`src/rtl/core/tea_block_cipher_top_assert.svh`:
```
// assertion helpers shared by the cipher top level
`ifndef TEA_BLOCK_CIPHER_TOP_ASSERT_SVH
`define TEA_BLOCK_CIPHER_TOP_ASSERT_SVH

// same-cycle implication, checked out of reset
`define TEA_ASSERT_IMP(lbl, ante, cons, msg) \
	lbl: assert property (@(posedge clk) disable iff (!arst_n) (ante) |-> (cons)) \
		else $error(msg);

// next-cycle implication, checked out of reset
`define TEA_ASSERT_NEXT(lbl, ante, cons, msg) \
	lbl: assert property (@(posedge clk) disable iff (!arst_n) (ante) |=> (cons)) \
		else $error(msg);

`endif

```
`src/rtl/core/tea_pkg.sv`:
```
package tea_pkg;

	localparam int unsigned TEA_ROUNDS    = 32;
	localparam int unsigned TEA_CFG_IDX_W = 8;
	localparam logic [31:0] TEA_DELTA     = 32'h9e37_79b9;

	// configuration register indexes
	localparam logic [TEA_CFG_IDX_W-1:0] REG_KEY0 = TEA_CFG_IDX_W'(0);
	localparam logic [TEA_CFG_IDX_W-1:0] REG_KEY1 = TEA_CFG_IDX_W'(1);
	localparam logic [TEA_CFG_IDX_W-1:0] REG_KEY2 = TEA_CFG_IDX_W'(2);
	localparam logic [TEA_CFG_IDX_W-1:0] REG_KEY3 = TEA_CFG_IDX_W'(3);

	typedef enum logic {
		OP_ENCRYPT = 1'b0,
		OP_DECRYPT = 1'b1
	} tea_op_t;

	typedef struct packed {
		tea_op_t     op;
		logic [31:0] left_in;
		logic [31:0] right_in;
	} tea_in_t;

	typedef struct packed {
		logic [31:0] left_out;
		logic [31:0] right_out;
	} tea_out_t;

	// block in flight between half-rounds
	typedef struct packed {
		tea_op_t     op;
		logic [31:0] left;
		logic [31:0] right;
	} tea_blk_t;

	typedef struct packed {
		logic [31:0] k0;
		logic [31:0] k1;
		logic [31:0] k2;
		logic [31:0] k3;
	} tea_key_t;

endpackage

```
`src/rtl/core/tea_key_regs.sv`:
```
module tea_key_regs (
	input  logic                                  clk,
	input  logic                                  arst_n,
	input  logic                                  cfg_valid,
	output logic                                  cfg_ready,
	input  logic [tea_pkg::TEA_CFG_IDX_W-1:0]     cfg_index,
	input  logic [31:0]                           cfg_data,
	output tea_pkg::tea_key_t                     key
);
	import tea_pkg::*;

	tea_key_t key_q;

	assign cfg_ready = 1'b1;

	always_ff @(posedge clk or negedge arst_n) begin
		if (!arst_n) begin
			key_q <= '0;
		end else if (cfg_valid && cfg_ready) begin
			unique case (cfg_index)
				REG_KEY0: key_q.k0 <= cfg_data;
				REG_KEY1: key_q.k1 <= cfg_data;
				REG_KEY2: key_q.k2 <= cfg_data;
				REG_KEY3: key_q.k3 <= cfg_data;
				default: begin
					// unmapped index, write dropped
				end
			endcase
		end
	end

	assign key = key_q;

endmodule

```
`config.mk`:
```
export PLATFORM = sky130hd
export DESIGN_NAME = tea_key_regs
export DESIGN_NICKNAME = d
export VERILOG_FILES = /design/src/rtl/core/tea_block_cipher_top_assert.svh /design/src/rtl/core/tea_pkg.sv /design/src/rtl/core/tea_key_regs.sv
export SDC_FILE = /design/constraint.sdc
export NUM_CORES = 1
export LEC_CHECK = 0
export ABC_AREA = 0
export BUFFER_PORTS_ARGS = -buffer_cell sky130_fd_sc_hd__buf_4
export CAP_MARGIN = 20
export CORE_MARGIN = 1.5
export CORE_UTILIZATION = 49
export CTS_CLUSTER_DIAMETER = 60
export DETAILED_ROUTE_END_ITERATION = 8
export GPL_TIMING_DRIVEN = 0
export PLACE_DENSITY_LB_ADDON = 0.12
export SLEW_MARGIN = 0
export SYNTH_ARGS = -nofsm -noshare
export SYNTH_HDL_FRONTEND = slang
export SYNTH_SLANG_ARGS = --single-unit
```
`constraint.sdc`:
```
create_clock -name clk -period 1 [get_ports clk]
set_clock_uncertainty 0.2 [all_clocks]
set_input_delay 0.1 -clock clk [delete_from_list [all_inputs] [get_ports clk]]
set_output_delay 0.1 -clock clk [all_outputs]
set_load 0.01 [all_outputs]
```
==> flow_summary.toml, run 1 <==
[yosys]
synth_seq_cells = 128
syn_inst = 277
syn_area_um2 = 4780
ys_types = 12
synth_seq_area_share_pct = 66.9
synth_fp_nets = 320
ys_warn_count = 0
syn-mean-instance-area_um2 = 17.3

[global_routing]
antenna_found_initial = 1
grt_max_degree = 67

[floorplanning]
floorplan.initialDensity_pct = 51.1
die_width_um = 102
die-height_um = 102
ioPinCount = 172
std_cell_rows = 35

[clocking]
cts_root_buffer_type = "sky130_fd_sc_hd__clkbuf_8"
htree_levels = 4
cts_buffer_depth = 2
cts-buffers-inserted = 17
cts.sinks = 128

[placed_design]
detailed_place_hpwl_um = 7620
gp_routability_congestion = 0.699
dpl_cells = 577
io_buffers = 170

[sta]
worst_path_end_type = "primary output"
globalroute.repair_timing.worst_endpoint = "key[95]"

[run_status]
flow.stopped_at = "5_1_grt"
status = "stopped before the end"
toolErrorMsg = "[ERROR DPL-0033] detailed placement checks failed during check placement."
## synthesized netlist by cell type
cell type                  instances  area [um2]
sky130_fd_sc_hd__mux2_2          125        1410
sky130_fd_sc_hd__buf_4             4        30.0
sky130_fd_sc_hd__and4bb_1          1        12.5
sky130_fd_sc_hd__dfrtp_1         128        3200
sky130_fd_sc_hd__nor4b_2           1        15.0
sky130_fd_sc_hd__buf_2             9        45.0
sky130_fd_sc_hd__mux2_1            3        33.8
sky130_fd_sc_hd__clkbuf_2          1        5.00
sky130_fd_sc_hd__nor3_1            1        5.00
sky130_fd_sc_hd__nand4b_1          2        17.5
sky130_fd_sc_hd__conb_1            1        3.75
sky130_fd_sc_hd__nand4_1           1        6.26
## timing repair
action,in CTS
gates cloned,12
setup endpoints to repair,256
gates resized for setup,182
hold buffers,32
pin swaps,4
endpoints found under the hold margin,256
setup buffers,51
## stage by stage
step | hold WS, ps | worst slack (ps) | area (um2)
floorplan | -396 | -543 | 5010
global placement | 155 | -808 | 6440
detailed placement | -80.3 | -832 | 6470
CTS | -628 | -364 | 8830
## cells by family after synthesis
logic type,after synthesis,share of synthesized area (%)
buf+inv,14,1.67
flops,128,66.9
mux,128,30.1
other cells,1,0.0784
simple gates,6,1.18
==> inputs of run 2 (changes only) <==
--- a/config.mk
+++ b/config.mk
@@ -9,11 +9,10 @@
 export BUFFER_PORTS_ARGS = -buffer_cell sky130_fd_sc_hd__buf_4
 export CAP_MARGIN = 20
 export CORE_MARGIN = 1.5
-export CORE_UTILIZATION = 49
-export CTS_CLUSTER_DIAMETER = 60
+export CORE_UTILIZATION = 40
 export DETAILED_ROUTE_END_ITERATION = 8
 export GPL_TIMING_DRIVEN = 0
-export PLACE_DENSITY_LB_ADDON = 0.12
+export PLACE_DENSITY_LB_ADDON = 0.15
 export SLEW_MARGIN = 0
 export SYNTH_ARGS = -nofsm -noshare
 export SYNTH_HDL_FRONTEND = slang
==> run 2 against run 1 <==
The flow now finishes, with violations (design-rule violations, negative hold slack, negative setup slack). Area after synthesis unchanged. Synthesized cell count unchanged.
==> flow_summary.toml, run 2 <==
[pwr]
ir_drop_mv = 1.09
p_per_area_nw_per_um2 = 1500
leakagePower_nw = 4.40

[yosys]
synthFlopType = "sky130_fd_sc_hd__dfrtp_1"
syn_inst = 277
netlist.area_leader.share_pct = 66.9
cell_with_the_most_instances_after_synthesis = "sky130_fd_sc_hd__dfrtp_1"
synth.cells.most_frequent = "sky130_fd_sc_hd__dfrtp_1 (128), sky130_fd_sc_hd__mux2_2 (125), sky130_fd_sc_hd__buf_2 (9)"
synth_enable_flop_cells = 0
async_reset_ff_share_pct = 100
syn_area_um2 = 4780
synth_top_cell_by_area = "sky130_fd_sc_hd__dfrtp_1"
synth_seq_area_share_pct = 66.9
ys_warn_count = 0
synth_seq_cells = 128
syn-mean-instance-area_um2 = 17.3
synth_fp_nets = 320
ys_types = 12
synth_area_leaders = "sky130_fd_sc_hd__dfrtp_1 (67%), sky130_fd_sc_hd__mux2_2 (29%), sky130_fd_sc_hd__buf_2 (0.94%), sky130_fd_sc_hd__mux2_1 (0.71%), sky130_fd_sc_hd__buf_4 (0.63%)"

[final_layout]
antenna_cells = 0
largest_reg_flops = 128
fraction_of_the_core_area_covered_by_cells_at_the_end_of_the_flow_pct = 72.7
layout.cells.most_common_list = "sky130_fd_sc_hd__buf_6 (138), sky130_fd_sc_hd__dfrtp_1 (128), sky130_fd_sc_hd__mux2_2 (93)"
area_growth_from_synthesis_to_layout_pct = 75.7
nNetsFinal = 590
final_layout_size_suffix_gt1_share_pct = 69.2
layout_commonest_cell = "sky130_fd_sc_hd__buf_6"

[floorplanning]
ioPinCount = 172
die-height_um = 112
coreArea_um2 = 11600
die_width_um = 112
design.die.area_um2 = 12600
floorplan.initialDensity_pct = 41.4
std_cell_rows = 39

[global_routing]
track_usage_pct = 20.1
grt_residual_overflow = 0
via_count_of_the_first_global_routing_pass = 3710
grt_max_degree = 67
antenna_found_initial = 0
first_pass_grt_wire_length_um = 19400

[route]
drt_pre_antenna_iters = 9
drt_iter0_markers = 110
routed_wirelength_um = 12300
avgRoutedWirePerCell_um = 17.6
drc = 13
postRouteAntennaNets = 0
post_drt_via_cell_ratio = 4.77
routed-via-count = 3328

[sta]
timing.final.crit_share_pct = 137
slew_viol_final = 0
report.final.hold_viol_count = 128
max_freq_ghz = 0.732
maxSlewHeadroom_pct = 60.9
setup-violations-final = 256
hold_slack_final_ps = -527
unrepaired_setup_endpoints_after_global_routing = "true"
setup-tns-final_ps = -68760
finalWorstPathRequiredPeriod_ps = 1370
timing.final.ws_setup_ps = -367
worst_slew_pin_slew_ps = 587

[placed_design]
detailed_place_hpwl_um = 7640
gp_routability_congestion = 0.705
io_buffers = 170

[clocking]
cts_tree = "built"
path_clk_slew_ps = 50
cts.sinks = 128
cts-buffers-inserted = 17
cts_buffer_depth = 2
htree_levels = 4
clk_latency_ps = 400
hold_buffers = 32
cts_root_buffer_type = "sky130_fd_sc_hd__clkbuf_16"

[worst_hold_path]
hold_path.class = "primary input to asynchronous set/reset pin"

[worst_setup_path]
cp.required_ps = 1090
setup.worst_path.end_class = "flop"
crit_path_cell_trace = "buf_6, nor4b_4, and4bb_1, buf_8, buf_12, mux2_4"
worst_ep_arrival_time_ps = 1450
timing.critical_path.slowest_cell_delay_ps = 330
critical-path-slowest-cell = "sky130_fd_sc_hd__nor4b_4"
crit_path_start_kind = "primary input"
criticalPathCategory = "primary input to flop"
cp_max_fo = 10

[job]
maxCapViolations = 0

[run_status]
violations = "design-rule violations, negative hold slack, negative setup slack"
status = "finished, violations left"
-- run 2: metrics by stage --
step	instances	hold slack, ps	power (mW)	setup slack [ps]	cell area, um2
floorplan	277	-396	6.03	-543	5010
global placement	590	156	6.74	-879	6460
detailed placement	591	-76.7	6.79	-916	6490
CTS	681	-511	12.7	-315	8190
global route	698	-490	13.1	-379	8410
finish	698	-527	12.6	-367	8410
-- run 2: repair_timing --
| action | in CTS | in global routing |
|---|---|---|
| resized for setup | 158 | 4 |
| gates cloned | 1 | 5 |
| buffers inserted | 30 | 13 |
| endpoints found under the setup margin | 256 | 256 |
| pin swaps | 4 | 4 |
| hold endpoints to repair | 256 | 62 |
-- run 2: critical path, delay by kind of cell --
| family | cells | cell delay [ps] |
|---|---|---|
| muxes | 1 | 310 |
| and+or+nand+nor | 2 | 610 |
| buffers and inverters | 3 | 430 |
-- run 2: cell families (layout without fill, tap and decap cells) --
| logic type | Yosys count | after routing | synth area share (%) |
|---|---|---|---|
| buffers and inverters | 14 | 292 | 1.67 |
| muxes | 128 | 128 | 30.1 |
| DFF | 128 | 128 | 66.9 |
| other | 1 | 1 | 0.0784 |
| and+or+nand+nor | 6 | 6 | 1.18 |
-- run 2: final timing paths --
check                                         start                    to  slack [ps]  cells past startpoint
worst max-delay path                   cfg_index[3]   key[99]$_DFFE_PN0P_        -370                      6
worst min-delay path                         arst_n  key[111]$_DFFE_PN0P_        -530                      1
worst max register to register   key[5]$_DFFE_PN0P_    key[5]$_DFFE_PN0P_        -200                      3
worst min register to register  key[79]$_DFFE_PN0P_   key[79]$_DFFE_PN0P_         320                      1
max in group asynchronous                    arst_n   key[58]$_DFFE_PN0P_         420                      2
min in group clk                       cfg_index[0]   key[32]$_DFFE_PN0P_         140                      5
-- run 2: report_power, final --
| part | switching, mW | total [mW] | internal [mW] |
|---|---|---|---|
| logic | 0.527 | 1.48 | 0.949 |
| clock network | 1.95 | 5.49 | 3.54 |
| registers | 0.177 | 5.61 | 5.44 |
| total | 2.66 | 12.6 | 9.93 |
-- run 2: final cells by class --
cell class,instances,area [um2]
Timing Repair Buffer,252,2620
Fill cell,752,3160
Buffer,13,243
Clock buffer,26,489
Multi-Input combinational cell,135,1650
Clock inverter,1,30.0
Sequential cell,128,3200
Tap cell,143,179
-- run 2: metal layers --
metal	track usage (%)	up-vias	part of all wire (%)
li1	-	1518	-
met1	23.5	1675	41
met2	33.3	117	50
met3	8.05	18	7.7
met4	8.35	0	1.8
met5	0	-	0
(Power assumes the default switching activity.)
