**src/rtl/core/tea_block_cipher_top_assert.svh**
```systemverilog
// assertion helpers shared by the cipher top level
`ifndef TEA_BLOCK_CIPHER_TOP_ASSERT_SVH
`define TEA_BLOCK_CIPHER_TOP_ASSERT_SVH

// same-cycle implication, checked out of reset
`define TEA_ASSERT_IMP(lbl, ante, cons, msg) \
	lbl: assert property (@(posedge clk) disable iff (!arst_n) (ante) |-> (cons)) \
		else $error(msg);

// next-cycle implication, checked out of reset
`define TEA_ASSERT_NEXT(lbl, ante, cons, msg) \
	lbl: assert property (@(posedge clk) disable iff (!arst_n) (ante) |=> (cons)) \
		else $error(msg);

`endif

```
**src/rtl/core/tea_pkg.sv**
```systemverilog
package tea_pkg;

	localparam int unsigned TEA_ROUNDS    = 32;
	localparam int unsigned TEA_CFG_IDX_W = 8;
	localparam logic [31:0] TEA_DELTA     = 32'h9e37_79b9;

	// configuration register indexes
	localparam logic [TEA_CFG_IDX_W-1:0] REG_KEY0 = TEA_CFG_IDX_W'(0);
	localparam logic [TEA_CFG_IDX_W-1:0] REG_KEY1 = TEA_CFG_IDX_W'(1);
	localparam logic [TEA_CFG_IDX_W-1:0] REG_KEY2 = TEA_CFG_IDX_W'(2);
	localparam logic [TEA_CFG_IDX_W-1:0] REG_KEY3 = TEA_CFG_IDX_W'(3);

	typedef enum logic {
		OP_ENCRYPT = 1'b0,
		OP_DECRYPT = 1'b1
	} tea_op_t;

	typedef struct packed {
		tea_op_t     op;
		logic [31:0] left_in;
		logic [31:0] right_in;
	} tea_in_t;

	typedef struct packed {
		logic [31:0] left_out;
		logic [31:0] right_out;
	} tea_out_t;

	// block in flight between half-rounds
	typedef struct packed {
		tea_op_t     op;
		logic [31:0] left;
		logic [31:0] right;
	} tea_blk_t;

	typedef struct packed {
		logic [31:0] k0;
		logic [31:0] k1;
		logic [31:0] k2;
		logic [31:0] k3;
	} tea_key_t;

endpackage

```
**src/rtl/core/tea_half_round.sv**
```systemverilog
module tea_half_round #(
	parameter int unsigned ROUNDS = tea_pkg::TEA_ROUNDS,
	parameter int unsigned IDX    = 0
) (
	input  logic              clk,
	input  logic              arst_n,
	input  tea_pkg::tea_key_t key,
	input  logic              up_valid,
	input  tea_pkg::tea_blk_t up_data,
	output logic              dn_valid,
	output tea_pkg::tea_blk_t dn_data
);
	import tea_pkg::*;

	localparam int unsigned ROUND   = IDX / 2;
	localparam logic        ODD     = 1'(IDX % 2);
	localparam logic [31:0] ENC_SUM = TEA_DELTA * 32'(ROUND + 1);
	localparam logic [31:0] DEC_SUM = TEA_DELTA * 32'(ROUNDS - ROUND);

	logic        enc;
	logic        upd_left;
	logic [31:0] x;
	logic [31:0] ka;
	logic [31:0] kb;
	logic [31:0] sum;
	logic [31:0] mix;
	logic [31:0] tgt;
	logic [31:0] upd;

	logic     valid_s1;
	tea_blk_t data_s1;

	// encrypt updates left first, decrypt runs the rounds backwards from right
	always_comb begin
		enc      = (up_data.op == OP_ENCRYPT);
		upd_left = enc ? !ODD : ODD;
		x        = upd_left ? up_data.right : up_data.left;
		ka       = upd_left ? key.k0 : key.k2;
		kb       = upd_left ? key.k1 : key.k3;
		sum      = enc ? ENC_SUM : DEC_SUM;
		mix      = ((x << 4) + ka) ^ (x + sum) ^ ((x >> 5) + kb);
		tgt      = upd_left ? up_data.left : up_data.right;
		upd      = enc ? tgt + mix : tgt - mix;
	end

	always_ff @(posedge clk or negedge arst_n) begin
		if (!arst_n) begin
			valid_s1 <= 1'b0;
		end else begin
			valid_s1 <= up_valid;
		end
	end

	always_ff @(posedge clk) begin
		data_s1.op    <= up_data.op;
		data_s1.left  <= upd_left ? upd : up_data.left;
		data_s1.right <= upd_left ? up_data.right : upd;
	end

	assign dn_valid = valid_s1;
	assign dn_data  = data_s1;

endmodule

```
**config.mk**
```make
export PLATFORM = sky130hd
export DESIGN_NAME = tea_half_round
export DESIGN_NICKNAME = d
export VERILOG_FILES = /design/src/rtl/core/tea_block_cipher_top_assert.svh /design/src/rtl/core/tea_pkg.sv /design/src/rtl/core/tea_half_round.sv
export SDC_FILE = /design/constraint.sdc
export NUM_CORES = 1
export LEC_CHECK = 0
export ABC_AREA = 1
export BUFFER_PORTS_ARGS = -buffer_cell sky130_fd_sc_hd__buf_4
export CAP_MARGIN = 40
export CORE_MARGIN = 2
export CORE_UTILIZATION = 55
export DETAILED_ROUTE_END_ITERATION = 10
export PLACE_DENSITY = 0.76
export SKIP_LAST_GASP = 1
export SYNTH_ARGS = -nofsm -noshare
export SYNTH_HDL_FRONTEND = slang
export SYNTH_SLANG_ARGS = --single-unit
```
**constraint.sdc**
```tcl
create_clock -name clk -period 0.8 [get_ports clk]
set_clock_uncertainty 0.2 [all_clocks]
set_input_delay 0 -clock clk [delete_from_list [all_inputs] [get_ports clk]]
set_output_delay 0 -clock clk [all_outputs]
set_load 0.02 [all_outputs]
```
==> results.sh, run 1 <==
export IMPL_status="aborted with a tool error"
export IMPL_lastStage="5_1_grt"
export IMPL_error_line="[ERROR GRT-0116] Global routing finished with congestion. Check the congestion regions in the DRC Viewer."
export IMPL_dp_hpwl_um=45870
export IMPL_cts_max_level=3
export IMPL_avgSynthCellArea_sq_um=5.308
export IMPL_synth_top_area_share_pct=30.06
export IMPL_grt_max_degree=38
export IMPL_synthCells=2369
export IMPL_ys_top_cells_by_area="nand2_1 (30%), dfxtp_1 (10%), ha_1 (9.5%), inv_1 (8.6%), nand3_1 (7.4%)"
export IMPL_clkSinkCount=66
export IMPL_yosys_register_bits=66
export IMPL_netlist_area_sq_mm=0.01257
export IMPL_yosysSeqAreaShare_pct=10.55
export IMPL_grt_total_usage_pct=79.95
export IMPL_synth_cells_most_frequent="nand2_1 (1007), inv_1 (287), nand3_1 (187)"
export IMPL_synth_warnings=0
export IMPL_clockBufferDepth=2
export IMPL_synth_top_area_cell="nand2_1"
export IMPL_cts_buffers=9
export IMPL_grt_pass1_wl_um=148700
export IMPL_gp_congestion=1.090
export IMPL_synth_ff_type="dfxtp_1"
export IMPL_die_x_um=155.2
export IMPL_portBuffers=261
export IMPL_syn_nets=2663
export IMPL_cts_root_buffer="clkbuf_16"
export IMPL_synth_cell_type_count=50
export IMPL_synth_edf_count=0
export IMPL_place_inst=3394
export IMPL_io_pin_count=262
export IMPL_die_h_um=155.2
export IMPL_grt_pass1_vias=25710
export IMPL_async_flop_share_pct=1.515
export IMPL_synthMostInstantiatedCell="nand2_1"
export IMPL_start_util_pct=55.71
export IMPL_row_count=55
export IMPL_grt_overflow_total=71
-- logic make-up after synthesis --
family          after synthesis  synth area share (%)
xor+xnor                    104                 7.363
compound gates              253                 11.02
buf+inv                     346                 10.77
mux                           4                0.3184
fa+ha+maj                    98                 9.930
simple gates               1498                 50.05
flops                        66                 10.55
-- routing by layer --
| metal | overflow | track usage, % |
|---|---|---|
| met2 | 37 | 95.07 |
| met1 | 0 | 78.29 |
| met3 | 1 | 68.27 |
| met5 | 0 | 38.92 |
| met4 | 33 | 79.95 |
-- stage by stage --
stage	setup TNS [ns]	hold WS, ns	setup WS (ns)	area, sq um
2_1_floorplan	-220.11	-0.4956	-4.138	12970
3_5_place_dp	-231.17	-0.4220	-4.438	18960
4_1_cts	-215.26	-0.2960	-3.784	21340
3_3_place_gp	-222.14	-0.4247	-4.249	18960
-- timing repair --
action	4_1_cts
endpoints found under the hold margin	66
gates resized for setup	298
endpoints found under the setup margin	130
hold buffers	2
pin swaps	91
gates cloned	4
buffers inserted	76
==> run 2: changes to the inputs <==
Settings changed: CORE_UTILIZATION 55 to 40, PLACE_DENSITY 0.76 to unset, PLACE_DENSITY_LB_ADDON set to 0.15.
==> run 2 against run 1 <==
Compared with the run above: the flow now finishes, with violations (negative hold slack, negative setup slack); synthesized area unchanged; synthesized cell count unchanged.
==> results.sh, run 2 <==
export IMPL_crit_top_cell="buf_12"
export IMPL_synth_cells_most_frequent="nand2_1 (1007), inv_1 (287), nand3_1 (187)"
export IMPL_powerDensity_mw_per_mm2=2704
export IMPL_ys_top_cells_by_area="nand2_1 (30%), dfxtp_1 (10%), ha_1 (9.5%), inv_1 (8.6%), nand3_1 (7.4%)"
export IMPL_first_pass_iters=7
export IMPL_holdWs_ns=-0.2972
export IMPL_timing_hold_violations_final=60
export IMPL_place_area_sq_mm=0.01927
export IMPL_coreArea_sq_mm=0.03075
export IMPL_final_common_cell="nand2_1"
export IMPL_synth_top_area_cell="nand2_1"
export IMPL_remaining_drc_errors=0
export IMPL_final_area_sq_mm=0.02323
export IMPL_via_per_inst=5.459
export IMPL_die_x_um=181.3
export IMPL_avgSynthCellArea_sq_um=5.308
export IMPL_fillers=2282
export IMPL_max_stage_delay_ns=0.39
export IMPL_worstHoldStart="up_data[35]"
export IMPL_rsz0062_at_grt="yes"
export IMPL_critPathMaxFanout=6
export IMPL_tritoncts="built"
export IMPL_detail_route_antenna_nets=0
export IMPL_portBuffers=261
export IMPL_hp_class="input pin to flop"
export IMPL_wl_um=70140
export IMPL_largest_reg_flops=65
export IMPL_synth_top_area_share_pct=30.06
export IMPL_cpMaxStageDelayCell="fa_2"
export IMPL_min_path_cells=3
export IMPL_worst_pin_slew_ns=0.5842
export IMPL_gp_congestion=1.028
export IMPL_die_area_sq_mm=0.03287
export IMPL_clkSinkCount=66
export IMPL_synth_cell_type_count=50
export IMPL_final_nets=3523
export IMPL_dp_hpwl_um=48180
export IMPL_cp_startpoint="up_data[64]"
export IMPL_antenna_found_initial=1
export IMPL_status="finished with violations"
export IMPL_ctsHoldBuffers=5
export IMPL_fin_ws_ns=-4.239
export IMPL_netlist_area_sq_mm=0.01257
export IMPL_grt_overflow_total=0
export IMPL_critical_path_required_ns=0.85
export IMPL_post_drt_wl_per_cell_um=19.31
export IMPL_final_layout_size_suffix_gt1_share_pct=44.31
export IMPL_final_cell_mix="nand2_1 (905), buf_4 (745), inv_1 (274)"
export IMPL_vias=19830
export IMPL_row_count=64
export IMPL_drv_cap=0
export IMPL_async_flop_share_pct=1.515
export IMPL_synthMostInstantiatedCell="nand2_1"
export IMPL_p_total_mw=62.83
export IMPL_critPathLaunchType="input pin"
export IMPL_grt_pass1_vias=18640
export IMPL_crit_arrival_ns=5.09
export IMPL_syn_nets=2663
export IMPL_start_util_pct=40.89
export IMPL_cts_max_level=3
export IMPL_cp_end_kind="flop"
export IMPL_drt_initial_drc_count=1872
export IMPL_yosys_register_bits=66
export IMPL_synth_warnings=0
export IMPL_grt_total_usage_pct=37.23
export IMPL_grt_max_degree=42
export IMPL_io_pin_count=262
export IMPL_clockBufferDepth=2
export IMPL_min_to="dn_data[35]"
export IMPL_violations="negative hold slack, negative setup slack"
export IMPL_cts_clk_slew_worst_paths_ns=0.06
export IMPL_critPathKind="input pin to flop"
export IMPL_synth_edf_count=0
export IMPL_cts_root_buffer="clkbuf_16"
export IMPL_synthCells=2369
export IMPL_final_max_slew_violation_count=0
export IMPL_yosysSeqAreaShare_pct=10.55
export IMPL_setup_viol=130
export IMPL_area_delta_synth_final_pct=84.77
export IMPL_timing_slew_headroom_pct=60.87
export IMPL_vdd_drop_max_v=0.001915
export IMPL_max_freq_mhz=198.4
export IMPL_p_leak_nw=12.63
export IMPL_die_h_um=181.3
export IMPL_post_route_period_util_pct=629.9
export IMPL_fin_crit_ns=5.039
export IMPL_grt_pass1_wl_um=96010
export IMPL_synth_ff_type="dfxtp_1"
export IMPL_cts_buffers=9
## run 2: through the flow
| stage | worst slack (ns) | setup TNS, ns | util (%) | hold WS (ns) | cells |
|---|---|---|---|---|---|
| final | -4.239 | -244.82 | 75.56 | -0.2972 | 3632 |
| after global routing | -4.445 | -254.27 | 75.54 | -0.2831 | 3630 |
| after floorplan | -4.138 | -220.11 | - | -0.4956 | 2369 |
| after detailed placement | -4.592 | -240.48 | 62.68 | -0.4241 | 3530 |
| after CTS | -3.840 | -215.69 | 71.63 | -0.3088 | 3606 |
| after global placement | -4.587 | -236.87 | 62.68 | -0.4243 | 3530 |
## run 2: kinds of logic (layout without fill, tap and decap cells)
| group | after synthesis | count (layout) | synth area share [%] |
|---|---|---|---|
| and+or+nand+nor | 1498 | 1498 | 50.05 |
| buffers and inverters | 346 | 1211 | 10.77 |
| adders and majority gates | 98 | 98 | 9.930 |
| muxes | 4 | 4 | 0.3184 |
| xor gates and xnor gates | 104 | 104 | 7.363 |
| other | 0 | 2 | 0 |
| AOI/OAI and AO/OA | 253 | 253 | 11.02 |
| DFF | 66 | 66 | 10.55 |
## run 2: routing by layer
metal	part of all wire (%)	wire length [um]	up-vias	GRT usage, %
li1	-	-	9229	-
met5	0	0	-	0
met2	46	32330	1155	64.58
met1	39	27320	9108	46.86
met4	6.2	4321	0	15.35
met3	8.8	6171	335	4.092
## run 2: area by class of cell
cell class                 instances  area [sq um]  area share [%]
inverter                         306          1165           5.014
clock inverter                     6         90.09          0.3877
sequential                        66          1406           6.053
multi-input combinational       1957         12300           52.96
tap                              396         495.5           2.133
clock buffer                      10         239.0           1.029
timing repair inverter             2         25.02          0.1077
timing repair buffer             887          7503           32.30
antenna                            2         5.005         0.02154
## run 2: worst max path at each step
stage,to,slack [ns],depth (start not counted)
final,dn_data[26],-4.24,34
after global routing,dn_data[26],-4.45,35
after CTS,dn_data[31],-3.84,33
after detailed placement,dn_data[31],-4.59,35
after global placement,dn_data[31],-4.59,35
after floorplan,dn_data[26],-4.14,32
## run 2: repair_timing
action / CTS / global route
gates cloned: 12 / 0
endpoints found under the setup margin: 130 / 131
resized for setup: 428 / 220
setup buffers: 48 / 31
hold endpoints to repair: 66 / 61
pin swaps: 100 / 97
## run 2: power by group
part | internal (mW) | leakage (nW) | switching (mW)
combinational | 24.5 | 11.9 | 27.6
clock | 2.82 | 0.159 | 1.77
sequential | 5.25 | 0.564 | 0.930
## run 2: critical path: cells and delay by family
kind / cells / cell delay, ns
xor+xnor: 4 / 0.67
compound gates: 6 / 1.01
buf+inv: 8 / 1.06
simple gates: 13 / 1.38
fa+ha+maj: 3 / 0.92
Note: power is estimated with default switching activity, not from simulation.
==> run 3: changes to the inputs <==
--- a/config.mk
+++ b/config.mk
@@ -12,2 +12,3 @@
 export CORE_UTILIZATION = 40
+export CTS_BUF_LIST = sky130_fd_sc_hd__clkbuf_2
 export DETAILED_ROUTE_END_ITERATION = 10
==> constraint.sdc (replaced) <==
create_clock -name clk -period 0.8 [get_ports clk]
set_clock_uncertainty 0.2 [all_clocks]
set_input_delay 0.16 -clock clk [delete_from_list [all_inputs] [get_ports clk]]
set_output_delay 0.16 -clock clk [all_outputs]
set_load 0.02 [all_outputs]
==> run 3 against run 2 <==
Compared with the run above: the run still ends with negative hold slack, negative setup slack left; via count down 2.7%; die area unchanged; flip-flop and latch count unchanged; clock power down 46%; final cell count up 0.47%; largest power group unchanged; total power down 6.8%; hold slack worse by 0.11 ns; critical endpoint is now dn_data[63]; cell area down 2.0%; first-iteration DRC count down 17%; wire length down 8.1%; sequential power down 3.7%; largest cell class unchanged; highest routed layer unchanged; maximum frequency up 7.1%.
==> results.sh, run 3 (synthesis results as in run 2) <==
export IMPL_grt_pass1_wl_um=93080
export IMPL_cp_end_kind="flop"
export IMPL_min_to="dn_data[33]"
export IMPL_detail_route_antenna_nets=0
export IMPL_grt_max_degree=42
export IMPL_die_x_um=181.3
export IMPL_coreArea_sq_mm=0.03075
export IMPL_utilization_pct=74.06
export IMPL_timing_hold_violations_final=62
export IMPL_cts_root_buffer="clkbuf_2"
export IMPL_row_count=64
export IMPL_final_cell_mix="nand2_1 (910), buf_4 (783), inv_1 (273)"
export IMPL_p_clk_share_pct=4.2
export IMPL_grt_pass1_vias=18230
export IMPL_register_area_sq_mm=0.001405
export IMPL_timing_slew_headroom_pct=67.21
export IMPL_gp_congestion=1.005
export IMPL_area_delta_synth_final_pct=81.11
export IMPL_final_cells=3649
export IMPL_cpLargestDelayFamily="simple AND/OR/NAND/NOR gates"
export IMPL_status="finished with violations"
export IMPL_place_inst=3543
export IMPL_die_h_um=181.3
export IMPL_power_frac_comb_pct=85.6
export IMPL_final_layout_size_suffix_gt1_share_pct=44.19
export IMPL_critPathLaunchType="input pin"
export IMPL_p_leak_nw=12.47
export IMPL_drv_cap=0
export IMPL_cts_clk_slew_worst_paths_ns=0.22
export IMPL_fin_ws_ns=-3.904
export IMPL_final_area_sq_mm=0.02277
export IMPL_min_path_cells=3
export IMPL_io_pin_count=262
export IMPL_die_area_sq_mm=0.03287
export IMPL_critPathMaxFanout=6
export IMPL_violations="negative hold slack, negative setup slack"
export IMPL_grt_overflow_total=0
export IMPL_p_switching_mw=28.01
export IMPL_clkSinkCount=66
export IMPL_hp_class="input pin to flop"
export IMPL_swShare_pct=47.81
export IMPL_vdd_drop_max_v=0.001791
export IMPL_final_common_cell="nand2_1"
export IMPL_pwr_share_seq_pct=10.1
export IMPL_first_pass_iters=8
export IMPL_crit_buf_inv=7
export IMPL_critical_path_required_ns=1.11
export IMPL_fillers=2456
export IMPL_tritoncts="built"
export IMPL_ctsHoldBuffers=7
export IMPL_cts_buffers=9
export IMPL_drt_initial_drc_count=1550
export IMPL_crit_arrival_ns=5.02
export IMPL_setup_viol=130
export IMPL_holdWs_ns=-0.4094
export IMPL_rsz0062_at_grt="yes"
export IMPL_crit_top_cell="nand2_1"
export IMPL_post_route_period_util_pct=588.0
export IMPL_setup_tns_ns=-256.08
export IMPL_antenna_found_initial=1
export IMPL_p_int_mw=30.57
export IMPL_critPathKind="input pin to flop"
export IMPL_max_freq_mhz=212.6
export IMPL_clockBufferDepth=2
export IMPL_worst_pin_slew_ns=0.4867
export IMPL_vias=19290
export IMPL_fin_crit_ns=4.704
export IMPL_powerDensity_mw_per_mm2=2572
export IMPL_wl_um=64430
export IMPL_post_drt_wl_per_cell_um=17.66
export IMPL_multi_input_area_sq_mm=0.01209
export IMPL_cts_max_level=3
export IMPL_grt_total_usage_pct=36.13
export IMPL_remaining_drc_errors=0
export IMPL_final_max_slew_violation_count=0
export IMPL_final_nets=3541
export IMPL_via_per_inst=5.287
export IMPL_largest_reg_flops=65
export IMPL_portBuffers=261
export IMPL_start_util_pct=40.89
export IMPL_max_stage_delay_ns=0.62
export IMPL_dp_hpwl_um=48470
export IMPL_cpMaxStageDelayCell="fa_2"
export IMPL_place_area_sq_mm=0.01936
export IMPL_worstHoldStart="up_data[33]"
## run 3: cell count changes in the layout (fill, tap and decap cells not counted), sizes merged
cell and change:
dlygate4sd3 +3, buf +20, bufbuf -2, clkinv +2, inv -3, diode -1, dlymetal6s4s -1, clkbuf -1
## run 3: cell type report
type | count | area share (%)
diodes | 1 | 0.01099
clock buffers | 9 | 0.1978
clock inverters | 7 | 0.4120
inverters | 306 | 5.126
multi-input cells | 1957 | 53.09
flip-flops and latches | 66 | 6.170
well taps | 396 | 2.176
repair buffers | 907 | 32.82
## run 3: layer usage
layer | vias up | part of all wire [%] | global-route usage [%]
met5 | - | 0 | 0
met4 | 0 | 5.0 | 14.83
met3 | 212 | 7.7 | 3.608
met1 | 8884 | 40 | 45.67
li1 | 9242 | - | -
met2 | 953 | 47 | 62.73
## run 3: per-stage QoR
stage | power (mW) | setup slack [ns]
final | 58.58 | -3.904
after global routing | 61.68 | -4.131
after CTS | 52.55 | -3.746
after detailed placement | 41.46 | -4.811
after global placement | 40.86 | -4.762
after floorplan | 24.81 | -4.298
## run 3: how the worst max path moves through the flow
stage / slack (ns) / start / cells after the start / end
after floorplan: -4.30 / up_data[64] / 32 / dn_data[26]
after global placement: -4.76 / up_data[64] / 35 / dn_data[63]
after detailed placement: -4.81 / up_data[64] / 37 / dn_data[31]
after CTS: -3.75 / up_data[64] / 39 / dn_data[31]
after global routing: -4.13 / up_data[64] / 39 / dn_data[31]
final: -3.90 / up_data[64] / 34 / dn_data[63]
## run 3: timing repair
| item | CTS | global route |
|---|---|---|
| resized for setup | 402 | 174 |
| gates cloned | 6 | 0 |
| setup buffers | 63 | 23 |
| pin swaps | 122 | 71 |
| hold endpoints to repair | 67 | 62 |
| setup endpoints to repair | 130 | 130 |
## run 3: power by group through the flow
stage          clock network [mW]  logic [mW]  registers, mW
6_report                     2.47        50.2           5.95
4_1_cts                      2.41        44.2           5.92
3_3_place_gp                    0        35.5           5.36
5_1_grt                      2.56        53.1           6.06
3_5_place_dp                    0        36.1           5.40
2_1_floorplan                   0        17.4           7.39
